<file path="config.mk">
export PLATFORM = sky130hd
export DESIGN_NAME = vacuum_hose_sequencer_top
export DESIGN_NICKNAME = d
export VERILOG_FILES = /design/src/rtl/vhs_pkg.sv /design/src/rtl/vhs_fsm.sv /design/src/rtl/vacuum_hose_sequencer_top.sv
export SDC_FILE = /design/constraint.sdc
export NUM_CORES = 1
export LEC_CHECK = 0
export ABC_AREA = 1
export BUFFER_PORTS_ARGS = -buffer_cell sky130_fd_sc_hd__buf_2
export CAP_MARGIN = 15
export CORE_UTILIZATION = 60
export DETAILED_ROUTE_END_ITERATION = 8
export PLACE_DENSITY = 0.83
export SLEW_MARGIN = 40
export SYNTH_ARGS = -nofsm -noshare
export SYNTH_HDL_FRONTEND = slang
export SYNTH_SLANG_ARGS = --single-unit
</file>
<file path="constraint.sdc">
create_clock -name clk_i -period 5 [get_ports clk_i]
set_input_delay 0.5 -clock clk_i [delete_from_list [all_inputs] [get_ports clk_i]]
set_output_delay 0.5 -clock clk_i [all_outputs]
set_load 0.01 [all_outputs]
</file>
<file path="src/rtl/vhs_pkg.sv">
// vacuum hose sequencer package: state codes, register map and config struct
package vhs_pkg;

  localparam int unsigned STATE_W = 4;
  localparam int unsigned TIME_W  = 32;
  localparam int unsigned DELAY_W = 16;
  localparam int unsigned APB_DW  = 32;
  localparam int unsigned APB_AW  = 4;
  localparam int unsigned REG_IDX_W = 2;

  typedef enum logic [STATE_W-1:0] {
    ST_LISTEN    = 4'd0,
    ST_VAC_UP    = 4'd1,
    ST_SERVO_UP  = 4'd2,
    ST_ACTION    = 4'd3,
    ST_SERVO_DN  = 4'd4,
    ST_VACUUMING = 4'd5,
    ST_VAC_DN    = 4'd6,
    ST_POST_UP   = 4'd7,
    ST_STANDBY   = 4'd8,
    ST_POST_DN   = 4'd9
  } state_e;

  typedef enum logic [REG_IDX_W-1:0] {
    REG_VAC_PWR   = 2'd0,
    REG_SERVO_PWR = 2'd1,
    REG_SERVO_MOV = 2'd2
  } reg_idx_e;

  localparam logic [DELAY_W-1:0] VAC_PWR_RST   = 16'd1000;
  localparam logic [DELAY_W-1:0] SERVO_PWR_RST = 16'd500;
  localparam logic [DELAY_W-1:0] SERVO_MOV_RST = 16'd1000;

  typedef struct packed {
    logic [DELAY_W-1:0] vac_power_delay;
    logic [DELAY_W-1:0] servo_power_delay;
    logic [DELAY_W-1:0] servo_move_delay;
  } cfg_t;

endpackage

</file>
<file path="src/rtl/vhs_fsm.sv">
// vacuum hose sequencer state machine, one tick per step strobe
module vhs_fsm #(
  parameter int unsigned PORT_BITS = 4
) (
  input  logic                         clk_i,
  input  logic                         rst_ni,
  input  logic                         step_i,
  input  vhs_pkg::cfg_t                cfg_i,
  input  logic [vhs_pkg::TIME_W-1:0]   now_ms_i,
  input  logic                         node_active_i,
  input  logic [PORT_BITS-1:0]         node_port_i,
  output vhs_pkg::state_e              state_o,
  output logic                         vacuum_on_o,
  output logic                         servo_on_o,
  output logic [PORT_BITS-1:0]         servo_target_o
);

  vhs_pkg::state_e               state_q, state_d;
  logic [vhs_pkg::TIME_W-1:0]    last_q, last_d;
  logic [PORT_BITS-1:0]          node_q, node_d;
  logic                          vac_q, vac_d;
  logic                          servo_q, servo_d;
  logic [PORT_BITS-1:0]          target_q, target_d;

  logic [vhs_pkg::TIME_W-1:0]    elapsed;
  logic                          to_vac, to_servo_pwr, to_servo_mov;
  logic                          same;

  assign elapsed      = now_ms_i - last_q;
  assign to_vac       = elapsed > {16'd0, cfg_i.vac_power_delay};
  assign to_servo_pwr = elapsed > {16'd0, cfg_i.servo_power_delay};
  assign to_servo_mov = elapsed > {16'd0, cfg_i.servo_move_delay};
  assign same         = node_port_i == node_q;

  always_comb begin
    vhs_pkg::state_e nxt;
    logic            chg;
    nxt      = state_q;
    chg      = 1'b0;
    node_d   = node_q;
    vac_d    = vac_q;
    servo_d  = servo_q;
    target_d = target_q;
    case (state_q)
      vhs_pkg::ST_LISTEN: begin
        node_d = node_active_i ? node_port_i : '0;
        if (node_active_i) begin
          nxt = vhs_pkg::ST_VAC_UP;
          chg = 1'b1;
        end
      end
      vhs_pkg::ST_VAC_UP: begin
        if (node_active_i) begin
          vac_d = 1'b1;
          if (to_vac) begin
            nxt = vhs_pkg::ST_SERVO_UP;
            chg = 1'b1;
          end
        end else begin
          nxt = vhs_pkg::ST_VAC_DN;
          chg = 1'b1;
        end
      end
      vhs_pkg::ST_SERVO_UP: begin
        if (node_active_i) begin
          servo_d = 1'b1;
          if (to_servo_pwr) begin
            nxt = vhs_pkg::ST_ACTION;
            chg = 1'b1;
          end
        end else begin
          nxt = vhs_pkg::ST_POST_DN;
          chg = 1'b1;
        end
      end
      vhs_pkg::ST_ACTION: begin
        if (node_active_i) begin
          target_d = node_port_i;
          if (same && to_servo_mov) begin
            nxt = vhs_pkg::ST_SERVO_DN;
            chg = 1'b1;
          end
        end else begin
          nxt = vhs_pkg::ST_STANDBY;
          chg = 1'b1;
        end
      end
      vhs_pkg::ST_SERVO_DN: begin
        if (node_active_i) begin
          servo_d = 1'b0;
          if (same && to_servo_pwr) begin
            nxt = vhs_pkg::ST_VACUUMING;
            chg = 1'b1;
          end
        end else begin
          nxt = vhs_pkg::ST_POST_UP;
          chg = 1'b1;
        end
      end
      vhs_pkg::ST_VACUUMING: begin
        if (node_active_i) begin
          if (!same) begin
            node_d = node_port_i;
            nxt    = vhs_pkg::ST_SERVO_UP;
            chg    = 1'b1;
          end
        end else begin
          nxt = vhs_pkg::ST_VAC_DN;
          chg = 1'b1;
        end
      end
      vhs_pkg::ST_VAC_DN: begin
        vac_d = 1'b0;
        if (to_vac) begin
          nxt = vhs_pkg::ST_POST_UP;
          chg = 1'b1;
        end
      end
      vhs_pkg::ST_POST_UP: begin
        servo_d = 1'b1;
        if (to_servo_pwr) begin
          nxt = vhs_pkg::ST_STANDBY;
          chg = 1'b1;
        end
      end
      vhs_pkg::ST_STANDBY: begin
        target_d = '0;
        if (to_servo_mov) begin
          nxt = vhs_pkg::ST_POST_DN;
          chg = 1'b1;
        end
      end
      vhs_pkg::ST_POST_DN: begin
        servo_d = 1'b0;
        if (to_servo_pwr) begin
          vac_d = 1'b0;
          nxt   = vhs_pkg::ST_LISTEN;
          chg   = 1'b1;
        end
      end
      default: begin
        servo_d = 1'b0;
        vac_d   = 1'b0;
        nxt     = vhs_pkg::ST_LISTEN;
        chg     = 1'b1;
      end
    endcase
    state_d = nxt;
    last_d  = chg ? now_ms_i : last_q;
  end

  always_ff @(posedge clk_i or negedge rst_ni) begin
    if (!rst_ni) begin
      state_q  <= vhs_pkg::ST_LISTEN;
      last_q   <= '0;
      node_q   <= '0;
      vac_q    <= 1'b0;
      servo_q  <= 1'b0;
      target_q <= '0;
    end else if (step_i) begin
      state_q  <= state_d;
      last_q   <= last_d;
      node_q   <= node_d;
      vac_q    <= vac_d;
      servo_q  <= servo_d;
      target_q <= target_d;
    end
  end

  assign state_o        = state_q;
  assign vacuum_on_o    = vac_q;
  assign servo_on_o     = servo_q;
  assign servo_target_o = target_q;

endmodule

</file>
<file path="src/rtl/vacuum_hose_sequencer_top.sv">
// vacuum hose sequencer top level: stream ports, input register, config registers
//
//   channel   | dir | handshake         | payload
//   s_axis    | in  | tvalid / tready   | tick word: now_ms, node_active, node_port
//   m_axis    | out | tvalid / tready   | result word: seq_state, vacuum_on, servo_on,
//             |     |                   | servo_target
//   apb       | in  | psel/penable      | three 16-bit delay registers at 0x0, 0x4, 0x8
//
// one word per cycle sustained while m_axis is ready; a tick word waits in the input
// register and its result appears on m_axis from the state registers, which double as
// the result register. reset returns to listening with all delays at their defaults.
// with m_axis stalled one further tick word is held in the input register, then
// s_axis_tready drops.
module vacuum_hose_sequencer_top #(
  parameter  int unsigned PORT_BITS   = 4,
  localparam int unsigned IN_W        = vhs_pkg::TIME_W + 1 + PORT_BITS,
  localparam int unsigned IN_TDATA_W  = ((IN_W + 7) / 8) * 8,
  localparam int unsigned OUT_W       = vhs_pkg::STATE_W + 2 + PORT_BITS,
  localparam int unsigned OUT_TDATA_W = ((OUT_W + 7) / 8) * 8
) (
  input  logic                        clk_i,
  input  logic                        rst_ni,
  input  logic                        s_axis_tvalid,
  output logic                        s_axis_tready,
  // now_ms, node_active, node_port, zero fill
  input  logic [IN_TDATA_W-1:0]       s_axis_tdata,
  output logic                        m_axis_tvalid,
  input  logic                        m_axis_tready,
  // seq_state, vacuum_on, servo_on, servo_target, zero fill
  output logic [OUT_TDATA_W-1:0]      m_axis_tdata,
  input  logic                        psel,
  input  logic                        penable,
  input  logic                        pwrite,
  input  logic [vhs_pkg::APB_AW-1:0]  paddr,
  input  logic [vhs_pkg::APB_DW-1:0]  pwdata,
  output logic [vhs_pkg::APB_DW-1:0]  prdata,
  output logic                        pready
);

  localparam int unsigned TW = vhs_pkg::TIME_W;

  vhs_pkg::cfg_t              cfg_q, cfg_d;
  logic                       in_valid_q, in_valid_d;
  logic                       out_valid_q, out_valid_d;
  logic [TW-1:0]              now_q;
  logic                       active_q;
  logic [PORT_BITS-1:0]       port_q;
  logic                       s_accept, advance, step, cfg_wr;
  vhs_pkg::state_e            seq_state;
  logic                       vacuum_on, servo_on;
  logic [PORT_BITS-1:0]       servo_target;

  assign pready   = 1'b1;
  assign cfg_wr   = psel && penable && pwrite;
  assign advance  = !out_valid_q || m_axis_tready;
  assign step     = in_valid_q && advance;
  assign s_axis_tready = !in_valid_q || advance;
  assign s_accept = s_axis_tvalid && s_axis_tready;

  always_comb begin
    cfg_d = cfg_q;
    if (cfg_wr) begin
      case (paddr[3:2])
        vhs_pkg::REG_VAC_PWR:   cfg_d.vac_power_delay   = pwdata[15:0];
        vhs_pkg::REG_SERVO_PWR: cfg_d.servo_power_delay = pwdata[15:0];
        vhs_pkg::REG_SERVO_MOV: cfg_d.servo_move_delay  = pwdata[15:0];
        default: ;
      endcase
    end
  end

  always_comb begin
    case (paddr[3:2])
      vhs_pkg::REG_VAC_PWR:   prdata = {16'd0, cfg_q.vac_power_delay};
      vhs_pkg::REG_SERVO_PWR: prdata = {16'd0, cfg_q.servo_power_delay};
      vhs_pkg::REG_SERVO_MOV: prdata = {16'd0, cfg_q.servo_move_delay};
      default:                prdata = '0;
    endcase
  end

  always_comb begin
    in_valid_d  = s_accept ? 1'b1 : (step ? 1'b0 : in_valid_q);
    out_valid_d = step ? 1'b1 : (m_axis_tready ? 1'b0 : out_valid_q);
  end

  always_ff @(posedge clk_i or negedge rst_ni) begin
    if (!rst_ni) begin
      cfg_q.vac_power_delay   <= vhs_pkg::VAC_PWR_RST;
      cfg_q.servo_power_delay <= vhs_pkg::SERVO_PWR_RST;
      cfg_q.servo_move_delay  <= vhs_pkg::SERVO_MOV_RST;
      in_valid_q  <= 1'b0;
      out_valid_q <= 1'b0;
    end else begin
      cfg_q       <= cfg_d;
      in_valid_q  <= in_valid_d;
      out_valid_q <= out_valid_d;
    end
  end

  always_ff @(posedge clk_i) begin
    if (s_accept) begin
      now_q    <= s_axis_tdata[TW-1:0];
      active_q <= s_axis_tdata[TW];
      port_q   <= s_axis_tdata[TW+1 +: PORT_BITS];
    end
  end

  vhs_fsm #(
    .PORT_BITS(PORT_BITS)
  ) u_fsm (
    .clk_i          (clk_i),
    .rst_ni         (rst_ni),
    .step_i         (step),
    .cfg_i          (cfg_q),
    .now_ms_i       (now_q),
    .node_active_i  (active_q),
    .node_port_i    (port_q),
    .state_o        (seq_state),
    .vacuum_on_o    (vacuum_on),
    .servo_on_o     (servo_on),
    .servo_target_o (servo_target)
  );

  assign m_axis_tvalid = out_valid_q;

  always_comb begin
    m_axis_tdata = '0;
    m_axis_tdata[vhs_pkg::STATE_W-1:0]               = seq_state;
    m_axis_tdata[vhs_pkg::STATE_W]                   = vacuum_on;
    m_axis_tdata[vhs_pkg::STATE_W+1]                 = servo_on;
    m_axis_tdata[vhs_pkg::STATE_W+2 +: PORT_BITS]    = servo_target;
  end

  a_listen_quiet: assert property (@(posedge clk_i) disable iff (!rst_ni)
    seq_state == vhs_pkg::ST_LISTEN |-> !vacuum_on && !servo_on)
    else $error("power left on while listening");

  a_vacuuming_levels: assert property (@(posedge clk_i) disable iff (!rst_ni)
    seq_state == vhs_pkg::ST_VACUUMING |-> vacuum_on && !servo_on)
    else $error("wrong power levels while vacuuming");

  a_stall_full: assert property (@(posedge clk_i) disable iff (!rst_ni)
    !s_axis_tready |-> in_valid_q && out_valid_q && !m_axis_tready)
    else $error("input stalled with room to spare");

  a_result_kept: assert property (@(posedge clk_i) disable iff (!rst_ni)
    out_valid_q && !m_axis_tready |=> !$past(step) && $stable(seq_state))
    else $error("pending result overwritten");

endmodule
</file>
==> qor.yml <==
status: "finished with violations"
violations: "design-rule violations"
core_mm2: 0.0158
die_h_um: 129
final_nets: 1591
cts_setup_buffers: 0
period_share_pct: 87.7
multiInputGateArea_mm2: 0.00492
pre_cts_slack_ns: 0.711
dp_hpwl_um: 17000
via_per_inst: 5.19
finalPower_mw: 6.73
clock-sinks: 133
hold_violations: 0
grt_overflow_total: 0
ir_drop_mv: 0.341
clk_latency_ns: 0.43
dieArea_mm2: 0.0167
cts.clk_slew.worst_paths_ns: 0.06
synth_flop_cell: "dfrtp_1"
synthToLayoutAreaGrowth_pct: 11.1
critical_path_depth: 23
grt_pass1_wl_um: 38200
cpMostUsedCell: "nand2_1"
rows: 46
worst_setup_path_start_kind: "register"
final_common_cell: "nand2_1"
tightestPinTransition_ns: 0.865
ant_nets: 0
grtUsageTotal_pct: 29.3
p_per_area_mw_per_mm2: 623
grt_max_degree: 53
slowest_stage: "nor4_1"
fin_skew_ns: 0.0115
crit_type: "reg2reg"
path_cells: "inv_1 -> ha_1 -> fa_1 -> inv_1 -> nand2_1 -> nand3_2 -> nand2_1 -> nand2_1 -> xor2_1 -> ha_1 -> nand2_1 -> inv_1 -> nand3_1 -> nor4_1 -> nand2_1 -> nand2_1 -> o31ai_1 -> nand4_1 -> nand3_2 -> nor2_8 -> nand2_8 -> nand2_2 -> nand2_1"
cts_resized: 0
yosysTopAreaCell: "dfrtp_1"
numCtsBuffers: 17
synth_top_area_share_pct: 20.1
antenna_found_initial: 0
start_util_pct: 61.4
postSynthAreaPerCell_um2: 7.25
seq_area_frac_synth_pct: 36.4
cp_max_fo: 36
timing.final.ws_setup_ns: 0.615
synth-edff-count: 37
nFillCells: 1383
rsz0062_at_grt: "false"
max_freq_mhz: 228
grt_pass1_vias: 8080
ys_ff_latch: 133
slew_violations: 0
reg2reg_depth: 23
clock_path_buffers: 2
setup-violations-final: 0
drt_iter0_markers: 627
critical-path-top-delay-family: "simple AND/OR/NAND/NOR gates"
critical_path_buf_inv_count: 3
first_pass_iters: 7
vias: 8601
synth_warnings: 0
mostFrequentLayoutCells: "nand2_1 (401), inv_1 (266), buf_2 (88)"
cts_tree: "done"
cap_violations: 0
yosys-top-cells-area: "dfrtp_1 (20%), nand2_1 (16%), edfxtp_1 (11%), inv_1 (10%), ha_1 (10%)"
cts_hold_buf: 0
io_pins: 134
cts.htree.levels: 4
min_period_ns: 4.38
drc: 1
synth_cells: 1341
synthArstFlopShare_pct: 72.2
insertedDiodeCount: 0
syn_area_mm2: 0.00972
wl_per_cell_um: 13.7
io_buffers: 89
leakage_nw: 5.93
fin_tns_setup_ns: 0
drive_gt1_share_pct: 15.1
finalWeightedCongestion: 0.931
arrival_ns: 4.69
hold_class: "in2async"
seqCellArea_mm2: 0.00354
slowest_delay_ns: 0.51
wl_um: 22700
relSlewSlack_pct: 41.8
setup.worst_path.end_class: "register"
die_x_um: 129
worst_ep_required_time_ns: 5.31
synth_cell_type_count: 49
cts_root_buf: "clkbuf_16"
==> metrics by stage <==
stage / utilization [%] / hold WS (ns) / cell area, um^2 / std cells
final: 68.2 / 0.0712 / 10800 / 1657
after global routing: 68.2 / 0.128 / 10800 / 1657
after CTS: 68.2 / 0.0986 / 10800 / 1657
after detailed placement: 64.7 / 0.464 / 10200 / 1625
after global placement: 64.6 / 0.456 / 10200 / 1625
after floorplan: - / 0.204 / 9800 / 1362
==> area by class of cell <==
class | instances | area share (%)
sequential | 133 | 32.7
multi-input combinational | 909 | 45.5
tap | 216 | 2.50
timing repair buffer | 94 | 4.49
clock buffer | 17 | 3.94
clock inverter | 15 | 1.31
inverter | 273 | 9.51
==> power by group <==
part	switching [mW]	total [mW]	internal (mW)	leakage, nW
registers	0.210	1.64	1.43	1.52
clock network	0.519	1.21	0.695	0.274
logic	2.50	3.88	1.39	4.13
==> routing by layer <==
metal,global-route usage (%),wire (um)
met5,0,0
met4,9.27,395
met3,5.82,1430
met2,48.1,10700
met1,38.9,10200
==> state kept, by name, summed over array words and instances (netlist names) <==
| signal | cells |
|---|---|
| u_fsm.vacuum_on_o | 1 |
| active_q | 1 |
| now_q | 32 |
| u_fsm.state_o | 4 |
| in_valid_q | 1 |
| u_fsm.last_q | 32 |
| u_fsm.node_q | 4 |
| cfg_q | 48 |
| m_axis_tvalid | 1 |
| u_fsm.servo_on_o | 1 |
| u_fsm.servo_target_o | 4 |
| port_q | 4 |
==> synth_stat cells (10+ instances only) <==
library cell	count
a21oi_1	43
buf_4	25
clkbuf_1	10
dfrtp_1	78
dfstp_2	18
edfxtp_1	37
ha_1	79
inv_1	266
nand2_1	404
nand2_2	43
nand3_1	82
nand4_1	14
nor2_1	67
o21ai_0	65
o221ai_1	16
xor2_1	18
==> kinds of logic after synthesis <==
family / after synthesis / synth area share (%)
fa+ha+maj: 80 / 10.4
flops: 133 / 36.4
xor+xnor: 19 / 1.71
other cells: 2 / 0.0773
simple gates: 647 / 29.2
compound gates: 140 / 8.30
buf+inv: 320 / 13.9
==> final timing paths <==
kind	from	end	slack [ns]
setup / recovery	now_q[0]	u_fsm.last_q[16]	0.62
hold / removal	rst_ni	cfg_q[4]	0.07
setup reg to reg	now_q[0]	u_fsm.last_q[16]	0.62
hold reg to reg	u_fsm.last_q[2]	u_fsm.last_q[2]	0.48
max in group asynchronous	rst_ni	u_fsm.last_q[18]	3.81
min in group clk_i	s_axis_tdata[22]	now_q[22]	0.24
==> worst register-to-register path, cell delays in order, from the launching register on <==
cell and delay (ns):
edfxtp_1 0.36, inv_1 0.05, ha_1 0.23, fa_1 0.43
inv_1 0.14, nand2_1 0.09, nand3_2 0.11, nand2_1 0.06
nand2_1 0.11, xor2_1 0.36, ha_1 0.18, nand2_1 0.06
inv_1 0.05, nand3_1 0.08, nor4_1 0.51, nand2_1 0.11
nand2_1 0.10, o31ai_1 0.10, nand4_1 0.16, nand3_2 0.14
nor2_8 0.32, nand2_8 0.30, nand2_2 0.15, nand2_1 0.06
No activity file was read; power rests on OpenSTA's default activity.
